**src/rtl/core/sm4_pkg.sv**
```systemverilog
// SM4 package: S-box, FK/CK constants, register indexes and the round transforms.
package sm4_pkg;

   localparam int unsigned WORD_W  = 32;
   localparam int unsigned CSR_IDX_W = 3;

   localparam logic [CSR_IDX_W-1:0] CSR_KEY_WORD0    = 3'd0;
   localparam logic [CSR_IDX_W-1:0] CSR_KEY_WORD1    = 3'd1;
   localparam logic [CSR_IDX_W-1:0] CSR_KEY_WORD2    = 3'd2;
   localparam logic [CSR_IDX_W-1:0] CSR_KEY_WORD3    = 3'd3;
   localparam logic [CSR_IDX_W-1:0] CSR_DECRYPT_MODE = 3'd4;

   typedef logic [WORD_W-1:0] word_type;

   localparam word_type FK0 = 32'ha3b1bac6;
   localparam word_type FK1 = 32'h56aa3350;
   localparam word_type FK2 = 32'h677d9197;
   localparam word_type FK3 = 32'hb27022dc;

   localparam logic [7:0] SBOX [256] = '{
      8'hd6,8'h90,8'he9,8'hfe,8'hcc,8'he1,8'h3d,8'hb7,8'h16,8'hb6,8'h14,8'hc2,8'h28,8'hfb,8'h2c,8'h05,
      8'h2b,8'h67,8'h9a,8'h76,8'h2a,8'hbe,8'h04,8'hc3,8'haa,8'h44,8'h13,8'h26,8'h49,8'h86,8'h06,8'h99,
      8'h9c,8'h42,8'h50,8'hf4,8'h91,8'hef,8'h98,8'h7a,8'h33,8'h54,8'h0b,8'h43,8'hed,8'hcf,8'hac,8'h62,
      8'he4,8'hb3,8'h1c,8'ha9,8'hc9,8'h08,8'he8,8'h95,8'h80,8'hdf,8'h94,8'hfa,8'h75,8'h8f,8'h3f,8'ha6,
      8'h47,8'h07,8'ha7,8'hfc,8'hf3,8'h73,8'h17,8'hba,8'h83,8'h59,8'h3c,8'h19,8'he6,8'h85,8'h4f,8'ha8,
      8'h68,8'h6b,8'h81,8'hb2,8'h71,8'h64,8'hda,8'h8b,8'hf8,8'heb,8'h0f,8'h4b,8'h70,8'h56,8'h9d,8'h35,
      8'h1e,8'h24,8'h0e,8'h5e,8'h63,8'h58,8'hd1,8'ha2,8'h25,8'h22,8'h7c,8'h3b,8'h01,8'h21,8'h78,8'h87,
      8'hd4,8'h00,8'h46,8'h57,8'h9f,8'hd3,8'h27,8'h52,8'h4c,8'h36,8'h02,8'he7,8'ha0,8'hc4,8'hc8,8'h9e,
      8'hea,8'hbf,8'h8a,8'hd2,8'h40,8'hc7,8'h38,8'hb5,8'ha3,8'hf7,8'hf2,8'hce,8'hf9,8'h61,8'h15,8'ha1,
      8'he0,8'hae,8'h5d,8'ha4,8'h9b,8'h34,8'h1a,8'h55,8'had,8'h93,8'h32,8'h30,8'hf5,8'h8c,8'hb1,8'he3,
      8'h1d,8'hf6,8'he2,8'h2e,8'h82,8'h66,8'hca,8'h60,8'hc0,8'h29,8'h23,8'hab,8'h0d,8'h53,8'h4e,8'h6f,
      8'hd5,8'hdb,8'h37,8'h45,8'hde,8'hfd,8'h8e,8'h2f,8'h03,8'hff,8'h6a,8'h72,8'h6d,8'h6c,8'h5b,8'h51,
      8'h8d,8'h1b,8'haf,8'h92,8'hbb,8'hdd,8'hbc,8'h7f,8'h11,8'hd9,8'h5c,8'h41,8'h1f,8'h10,8'h5a,8'hd8,
      8'h0a,8'hc1,8'h31,8'h88,8'ha5,8'hcd,8'h7b,8'hbd,8'h2d,8'h74,8'hd0,8'h12,8'hb8,8'he5,8'hb4,8'hb0,
      8'h89,8'h69,8'h97,8'h4a,8'h0c,8'h96,8'h77,8'h7e,8'h65,8'hb9,8'hf1,8'h09,8'hc5,8'h6e,8'hc6,8'h84,
      8'h18,8'hf0,8'h7d,8'hec,8'h3a,8'hdc,8'h4d,8'h20,8'h79,8'hee,8'h5f,8'h3e,8'hd7,8'hcb,8'h39,8'h48
   };

   // byte-wise substitution
   function automatic word_type tau(input word_type v);
      return {SBOX[v[31:24]], SBOX[v[23:16]], SBOX[v[15:8]], SBOX[v[7:0]]};
   endfunction

   // L' for key expansion: rotations 13 and 23
   function automatic word_type lin_key(input word_type b);
      return b ^ {b[18:0], b[31:19]} ^ {b[8:0], b[31:9]};
   endfunction

   // L for the data rounds: rotations 2, 10, 18 and 24
   function automatic word_type lin_data(input word_type b);
      return b ^ {b[29:0], b[31:30]} ^ {b[21:0], b[31:22]}
               ^ {b[13:0], b[31:14]} ^ {b[7:0], b[31:8]};
   endfunction

   // CK word: byte j is (4i+j)*7 mod 256
   function automatic word_type ck_word(input logic [7:0] idx);
      logic [7:0] base;
      word_type   w;
      base = {idx[5:0], 2'b00};
      w = '0;
      for (int j = 0; j < 4; j++) begin
         w = {w[23:0], 8'((base + 8'(j)) * 8'd7)};
      end
      return w;
   endfunction

endpackage

```
**src/rtl/core/sm4_block_cipher.sv**
```systemverilog
// SM4 block cipher top level: key expansion, round key store and round sequencer.
//
// SM4 ECB cipher. Write the four key words and decrypt_mode through the csr_ port while
// busy is low; a key write marks the round keys stale. An item is taken when start is
// high and busy is low. With fresh round keys a block first reads the first round key
// from the store, then runs through the single shared round function (32 rounds), and
// the result is registered and appears on the rsp_ ports with rsp_strobe high for
// exactly one cycle. The first block after a key change first runs the key schedule,
// one round key per cycle into the store. busy falls in the cycle of the strobe, so the
// next block may be started there. The receiver cannot stall the result.
module sm4_block_cipher #(
   parameter int unsigned ROUNDS = 32
) (
   input  logic                             clock,
   input  logic                             reset,
   input  logic                             start,
   output logic                             busy,
   input  logic [31:0]                      req_block_word0,
   input  logic [31:0]                      req_block_word1,
   input  logic [31:0]                      req_block_word2,
   input  logic [31:0]                      req_block_word3,
   output logic                             rsp_strobe,
   output logic [31:0]                      rsp_result_word0,
   output logic [31:0]                      rsp_result_word1,
   output logic [31:0]                      rsp_result_word2,
   output logic [31:0]                      rsp_result_word3,
   input  logic                             csr_write_en,
   input  logic [sm4_pkg::CSR_IDX_W-1:0]    csr_index,
   input  logic [31:0]                      csr_write_data
);

   localparam int unsigned RW = (ROUNDS > 1) ? $clog2(ROUNDS) : 1;
   localparam logic [RW-1:0] LAST_RND = RW'(ROUNDS - 1);

   typedef enum logic [1:0] {
      IDLE,
      EXPAND,
      LOAD,
      RUN
   } state_type;

   state_type             state_ff, state_in;
   logic [RW-1:0]         rnd_ff, rnd_in;
   logic                  keys_ready_ff, keys_ready_in;
   logic                  mode_ff;
   sm4_pkg::word_type     key_ff [4];
   sm4_pkg::word_type     x_ff [4];
   sm4_pkg::word_type     x_in [4];
   sm4_pkg::word_type     k_ff [4];
   sm4_pkg::word_type     k_in [4];
   logic                  strobe_ff, strobe_in;
   sm4_pkg::word_type     res_ff [4];
   logic                  res_load;

   // round key store
   sm4_pkg::word_type     rk_mem [ROUNDS];
   sm4_pkg::word_type     rk_rd_ff;
   logic                  mem_we;
   logic [RW-1:0]         rd_idx;
   logic [RW-1:0]         rd_addr;

   sm4_pkg::word_type     mix;
   sm4_pkg::word_type     sub;
   sm4_pkg::word_type     nk;
   sm4_pkg::word_type     nx;

   logic                  accept;

   assign accept = start && (state_ff == IDLE);
   assign busy   = (state_ff != IDLE);

   // shared S-box layer; key schedule and data rounds never run together
   always_comb begin
      if (state_ff == EXPAND) begin
         mix = k_ff[1] ^ k_ff[2] ^ k_ff[3] ^ sm4_pkg::ck_word(8'(rnd_ff));
      end else begin
         mix = x_ff[1] ^ x_ff[2] ^ x_ff[3] ^ rk_rd_ff;
      end
      sub = sm4_pkg::tau(mix);
      nk  = k_ff[0] ^ sm4_pkg::lin_key(sub);
      nx  = x_ff[0] ^ sm4_pkg::lin_data(sub);
   end

   // key for the round after this one; wraps harmlessly on the last round
   assign rd_idx  = (state_ff == LOAD) ? '0 : RW'(rnd_ff + 1'b1);
   assign rd_addr = mode_ff ? RW'(LAST_RND - rd_idx) : rd_idx;

   always_comb begin
      state_in      = state_ff;
      rnd_in        = rnd_ff;
      keys_ready_in = keys_ready_ff;
      strobe_in     = 1'b0;
      mem_we        = 1'b0;
      res_load      = 1'b0;
      x_in          = x_ff;
      k_in          = k_ff;
      unique case (state_ff)
         IDLE: begin
            if (accept) begin
               x_in[0] = req_block_word0;
               x_in[1] = req_block_word1;
               x_in[2] = req_block_word2;
               x_in[3] = req_block_word3;
               k_in[0] = key_ff[0] ^ sm4_pkg::FK0;
               k_in[1] = key_ff[1] ^ sm4_pkg::FK1;
               k_in[2] = key_ff[2] ^ sm4_pkg::FK2;
               k_in[3] = key_ff[3] ^ sm4_pkg::FK3;
               rnd_in  = '0;
               state_in = keys_ready_ff ? LOAD : EXPAND;
            end
         end
         EXPAND: begin
            mem_we  = 1'b1;
            k_in[0] = k_ff[1];
            k_in[1] = k_ff[2];
            k_in[2] = k_ff[3];
            k_in[3] = nk;
            rnd_in  = RW'(rnd_ff + 1'b1);
            if (rnd_ff == LAST_RND) begin
               keys_ready_in = 1'b1;
               state_in      = LOAD;
            end
         end
         LOAD: begin
            rnd_in   = '0;
            state_in = RUN;
         end
         RUN: begin
            x_in[0] = x_ff[1];
            x_in[1] = x_ff[2];
            x_in[2] = x_ff[3];
            x_in[3] = nx;
            rnd_in  = RW'(rnd_ff + 1'b1);
            if (rnd_ff == LAST_RND) begin
               res_load  = 1'b1;
               strobe_in = 1'b1;
               state_in  = IDLE;
            end
         end
         default: state_in = IDLE;
      endcase
      // any key word write makes the stored schedule stale
      if (csr_write_en && (csr_index == sm4_pkg::CSR_KEY_WORD0 ||
                           csr_index == sm4_pkg::CSR_KEY_WORD1 ||
                           csr_index == sm4_pkg::CSR_KEY_WORD2 ||
                           csr_index == sm4_pkg::CSR_KEY_WORD3)) begin
         keys_ready_in = 1'b0;
      end
   end

   always_ff @(posedge clock) begin
      if (mem_we) begin
         rk_mem[rnd_ff] <= nk;
      end
      rk_rd_ff <= rk_mem[rd_addr];
   end

   always_ff @(posedge clock) begin
      if (reset) begin
         state_ff      <= IDLE;
         rnd_ff        <= '0;
         keys_ready_ff <= 1'b0;
         strobe_ff     <= 1'b0;
         mode_ff       <= 1'b0;
         key_ff        <= '{default: '0};
      end else begin
         state_ff      <= state_in;
         rnd_ff        <= rnd_in;
         keys_ready_ff <= keys_ready_in;
         strobe_ff     <= strobe_in;
         if (csr_write_en) begin
            unique case (csr_index)
               sm4_pkg::CSR_KEY_WORD0:    key_ff[0] <= csr_write_data;
               sm4_pkg::CSR_KEY_WORD1:    key_ff[1] <= csr_write_data;
               sm4_pkg::CSR_KEY_WORD2:    key_ff[2] <= csr_write_data;
               sm4_pkg::CSR_KEY_WORD3:    key_ff[3] <= csr_write_data;
               sm4_pkg::CSR_DECRYPT_MODE: mode_ff   <= csr_write_data[0];
               default: ;
            endcase
         end
      end
      x_ff <= x_in;
      k_ff <= k_in;
      // outputs in reverse order: X35, X34, X33, X32
      if (res_load) begin
         res_ff[0] <= nx;
         res_ff[1] <= x_ff[3];
         res_ff[2] <= x_ff[2];
         res_ff[3] <= x_ff[1];
      end
   end

   assign rsp_strobe       = strobe_ff;
   assign rsp_result_word0 = res_ff[0];
   assign rsp_result_word1 = res_ff[1];
   assign rsp_result_word2 = res_ff[2];
   assign rsp_result_word3 = res_ff[3];

`ifndef NO_ASSERTIONS
   // a result only ever follows the last data round
   a_strobe_after_run: assert property (@(posedge clock) disable iff (reset)
      strobe_ff |-> ($past(state_ff) == RUN && $past(rnd_ff) == LAST_RND))
      else $error("result strobe without a completed last round");

   // data rounds never start on a stale schedule
   a_load_keys_ready: assert property (@(posedge clock) disable iff (reset)
      (state_ff == LOAD) |-> keys_ready_ff)
      else $error("round key read with stale schedule");

   // a block taken with stale keys goes through key expansion first
   a_stale_expand: assert property (@(posedge clock) disable iff (reset)
      (accept && !keys_ready_ff) |=> (state_ff == EXPAND))
      else $error("stale keys not expanded");

   // store is written only during key expansion
   a_we_expand: assert property (@(posedge clock) disable iff (reset)
      mem_we |-> (state_ff == EXPAND && !keys_ready_ff))
      else $error("round key store written outside expansion");
`endif

endmodule
```
**config.mk**
```make
export PLATFORM = sky130hd
export DESIGN_NAME = sm4_block_cipher
export DESIGN_NICKNAME = d
export VERILOG_FILES = /design/src/rtl/core/sm4_pkg.sv /design/src/rtl/core/sm4_block_cipher.sv
export SDC_FILE = /design/constraint.sdc
export NUM_CORES = 2
export LEC_CHECK = 0
export BUFFER_PORTS_ARGS = -buffer_cell sky130_fd_sc_hd__buf_2
export CAP_MARGIN = 20
export CORE_MARGIN = 2
export CORE_UTILIZATION = 35
export CTS_BUF_LIST = sky130_fd_sc_hd__clkbuf_8 sky130_fd_sc_hd__clkbuf_16
export DETAILED_ROUTE_END_ITERATION = 16
export GPL_TIMING_DRIVEN = 1
export SETUP_SLACK_MARGIN = 0.3
export SLEW_MARGIN = 25
export SYNTH_ARGS = -nofsm -noshare
export SYNTH_HDL_FRONTEND = slang
export SYNTH_SLANG_ARGS = --single-unit
```
**constraint.sdc**
```tcl
create_clock -name clock -period 15.9 [get_ports clock]
set_input_delay 0.795 -clock clock [delete_from_list [all_inputs] [get_ports clock]]
set_output_delay 0.795 -clock clock [all_outputs]
set_load 0.02 [all_outputs]
```
==> results.rst <==
.. list-table::
   :header-rows: 1

   * - Metric
     - Value
   * - Worst-margin pin slew
     - 1180 ps
   * - Deepest clock path buffer count
     - 3
   * - Synth warnings
     - 0
   * - Routability congestion estimate
     - 0.992
   * - Wirelength per Cell
     - 32.0 µm
   * - Global-route wire length before repair
     - 407 mm
   * - Via count
     - 56.0k
   * - TritonRoute pass-1 iters
     - 8
   * - Endpoint, Worst Hold
     - key_ff[10]
   * - Min Clock Period, post-route
     - 8260 ps
   * - Via count of the first global-routing pass
     - 52.6k
   * - Number of distinct library cells after synthesis
     - 105
   * - Final setup violating endpoints
     - 0
   * - Starting DRC count in detailed routing
     - 8185
   * - Worst-skew pair later-pin latency
     - 840 ps
   * - Worst-case setup slack after placement
     - 7920 ps
   * - Leading cell type in the layout, fill and taps excluded
     - sky130_fd_sc_hd__edfxtp_1
   * - Number of buffer cells added on primary ports
     - 296
   * - DIE AREA
     - 226000 µm²
   * - Filler cell count
     - 20.7k
   * - Hold WC Path Type
     - in -> reg
   * - Portion of the clock cycle consumed by the worst path in the final layout
     - 0.519
   * - Post-Route Hold Slack
     - 241 ps
   * - Share of final-layout standard cells stronger than drive strength 1
     - 0.237
   * - Synthesis-to-layout area growth
     - 14.0%
   * - Post-Route WL
     - 292 mm
   * - Final #Nets
     - 6234
   * - Result of the run
     - complete, no violations
   * - Worst slew slack as a fraction of its limit
     - 0.212
   * - Number of cells traversed by the worst hold path
     - 3
   * - Maximum level of the CTS H-tree
     - 4
   * - Die boundary height
     - 475 µm
   * - Floorplan row count
     - 173
   * - Area of combinational cells with multiple inputs
     - 30700 µm²
   * - Peak fanout along the critical path
     - 132
   * - Avg Synthesized Cell Area
     - 13.3 µm²
   * - Destination of the worst register-to-register timing path
     - k_ff[10]
   * - Remaining global-route overflow
     - 0
   * - Post-detailed-placement cell area
     - 83200 µm²
   * - Share of async-settable or async-resettable flops after synthesis
     - 0
   * - Vias per cell
     - 6.13
   * - FF+latch count, synth
     - 1578
   * - Number of buffers created by CTS
     - 162
   * - Worst clock skew on the final layout
     - 71.7 ps
   * - Most used flip-flop cell after synthesis
     - sky130_fd_sc_hd__edfxtp_1
   * - Standard cell core area
     - 222000 µm²
   * - Dpl hpwl
     - 185 mm
   * - Starting density of the core
     - 0.351
   * - CP Data Required Time
     - 16490 ps
   * - Total negative slack for setup checks
     - 0 ps
   * - Post-route worst setup slack
     - 7640 ps
   * - Post-CTS Setup Inserts
     - 0
   * - Initial antenna violation count
     - 37
   * - Pin count of the biggest net entering global routing
     - 146
   * - Number of instances in the synthesized netlist
     - 5832
   * - Critical Setup Path Class
     - reg -> reg
   * - Post-synth net total
     - 6047
   * - Global-route total usage across every layer
     - 0.251
   * - Number of max-slew violations in the final report
     - 0
   * - Most frequent cells in the layout
     - sky130_fd_sc_hd__edfxtp_1 (1408), sky130_fd_sc_hd__nand2_1 (587), sky130_fd_sc_hd__a21oi_1 (429)
   * - Register clock-pin slew on the reported worst setup and hold paths
     - 60 ps
   * - CP Data Arrival Time
     - 8840 ps
   * - Area of the mapped netlist
     - 77800 µm²
   * - Hold-fix buffers at CTS
     - 0
   * - Reg-to-Reg Start
     - state_ff[1]
   * - Number of routed nets with antenna violations
     - 0
   * - Max-cap check violation count
     - 0
   * - Worst Reg-to-Reg Cells
     - 20
   * - Kind of start point of the critical path
     - flip-flop
   * - Setup slack of the worst register-to-register path
     - 7640 ps
   * - Kind of end point of the critical path
     - flip-flop
   * - Die Wd
     - 475 µm
   * - Clock sinks
     - 1578
   * - Register area share after synthesis
     - 0.587
   * - Maximum frequency from static timing analysis
     - 121 MHz
   * - Final std cell area, no fill
     - 88700 µm²
   * - Number of instances resized during post-cts repair
     - 0
   * - Setup repair after global routing missed its margin
     - no
   * - I/O pin count
     - 297
   * - Number of enable flip-flop cells after synthesis
     - 1408
   * - Footprint of the flip-flops and latches
     - 45700 µm²
   * - Clock Root Buffer
     - sky130_fd_sc_hd__clkbuf_16
   * - Clock tree from TritonCTS
     - built
   * - Worst hold path startpoint
     - csr_write_data[10]
   * - Residual DRC count
     - 0
   * - Count of endpoints failing hold in the final timing report
     - 0
==> area by class of cell <==
type / count / area share
clock buffers: 173 / 0.0478
inverters: 36 / 0.00155
diodes: 4 / 0.000113
multi-input cells: 3757 / 0.346
clock inverters: 127 / 0.0141
repair buffers: 484 / 0.0332
well taps: 2975 / 0.0420
flip-flops and latches: 1578 / 0.515
==> cell usage after synthesis (26+ instances only) <==
library cell / count / share of area
sky130_fd_sc_hd__edfxtp_1: 1408 / 0.54
sky130_fd_sc_hd__nand2_1: 587 / 0.028
sky130_fd_sc_hd__a21oi_1: 433 / 0.028
sky130_fd_sc_hd__o21ai_0: 343 / 0.022
sky130_fd_sc_hd__mux4_2: 320 / 0.093
sky130_fd_sc_hd__nor2_1: 300 / 0.014
sky130_fd_sc_hd__xnor2_1: 263 / 0.030
sky130_fd_sc_hd__mux2_2: 237 / 0.034
sky130_fd_sc_hd__clkbuf_1: 230 / 0.011
sky130_fd_sc_hd__dfxtp_1: 170 / 0.044
sky130_fd_sc_hd__buf_2: 139 / 0.0089
sky130_fd_sc_hd__nand3_1: 123 / 0.0079
sky130_fd_sc_hd__xor2_1: 98 / 0.011
sky130_fd_sc_hd__nor3_1: 97 / 0.0062
sky130_fd_sc_hd__a31oi_1: 70 / 0.0056
sky130_fd_sc_hd__o211ai_1: 66 / 0.0064
sky130_fd_sc_hd__a211oi_1: 61 / 0.0059
sky130_fd_sc_hd__buf_1: 58 / 0.0028
sky130_fd_sc_hd__o22ai_1: 56 / 0.0045
sky130_fd_sc_hd__ha_1: 40 / 0.0064
sky130_fd_sc_hd__mux2i_1: 39 / 0.0050
sky130_fd_sc_hd__o221ai_1: 34 / 0.0038
sky130_fd_sc_hd__a2111oi_0: 31 / 0.0035
sky130_fd_sc_hd__inv_1: 31 / 0.0015
sky130_fd_sc_hd__a311oi_1: 30 / 0.0034
sky130_fd_sc_hd__o31ai_1: 28 / 0.0027
sky130_fd_sc_hd__a22oi_1: 26 / 0.0025
sky130_fd_sc_hd__nand4_1: 26 / 0.0021
==> kinds of logic (layout without fill, tap and decap cells) <==
family,after synthesis,in the layout,share of synthesized area
xor gates and xnor gates,398,398,0.0505
muxes,601,601,0.133
adders and majority gates,49,49,0.00864
and+or+nand+nor,1233,1233,0.0680
AOI/OAI and AO/OA,1476,1476,0.124
buffers and inverters,497,820,0.0283
other,0,4,0
DFF,1578,1578,0.587
==> sequential cells by signal (all words and copies together) (netlist names), 2 cells and up <==
name and flops:
res_ff 128, x_ff 128, rnd_ff 5, key_ff 128
k_ff 128, rk_mem 1024, rk_rd_ff 32, state_ff 2
==> how the worst max path moves through the flow <==
stage	to	depth (start not counted)	startpoint	slack (ps)
floorplan	k_ff[0]	11	state_ff[1]	4240
global placement	k_ff[10]	20	state_ff[1]	8000
detailed placement	k_ff[10]	20	state_ff[1]	7920
CTS	k_ff[10]	20	state_ff[1]	7890
global route	k_ff[10]	20	state_ff[1]	7340
finish	k_ff[10]	20	state_ff[1]	7640
==> stage by stage <==
step                      instances   util
after floorplan                5832      -
after global placement         8828  0.375
after detailed placement       8830  0.375
after CTS                      9130  0.400
after global routing           9133  0.400
final                          9134  0.400
==> worst max-delay path, stage by stage, from the launching register on <==
cell and delay [ps]:
sky130_fd_sc_hd__dfxtp_1 350, sky130_fd_sc_hd__inv_1 140, sky130_fd_sc_hd__ha_4 630, sky130_fd_sc_hd__buf_4 590
sky130_fd_sc_hd__buf_12 490, sky130_fd_sc_hd__nand2b_1 160, sky130_fd_sc_hd__o21a_1 140, sky130_fd_sc_hd__buf_4 340
sky130_fd_sc_hd__inv_1 130, sky130_fd_sc_hd__buf_4 570, sky130_fd_sc_hd__ha_1 1020, sky130_fd_sc_hd__mux2i_1 230
sky130_fd_sc_hd__mux2i_1 190, sky130_fd_sc_hd__o21ai_0 100, sky130_fd_sc_hd__a211oi_1 250, sky130_fd_sc_hd__a31oi_1 90
sky130_fd_sc_hd__o2111ai_1 550, sky130_fd_sc_hd__xnor2_1 330, sky130_fd_sc_hd__xor2_1 700, sky130_fd_sc_hd__xnor2_4 370
sky130_fd_sc_hd__mux2_2 380
==> metal layers <==
layer	routed length (µm)	vias to the layer above	track usage	part of all wire
met3	29200	625	0.0528	0.10
met1	118000	28558	0.346	0.40
met2	132000	3562	0.385	0.45
li1	-	23209	-	-
met4	13200	4	0.102	0.045
met5	24	-	0	0.000082
Power is not shown: default switching activity piles up to over one toggle a cycle in this logic, so the estimate is an artifact.
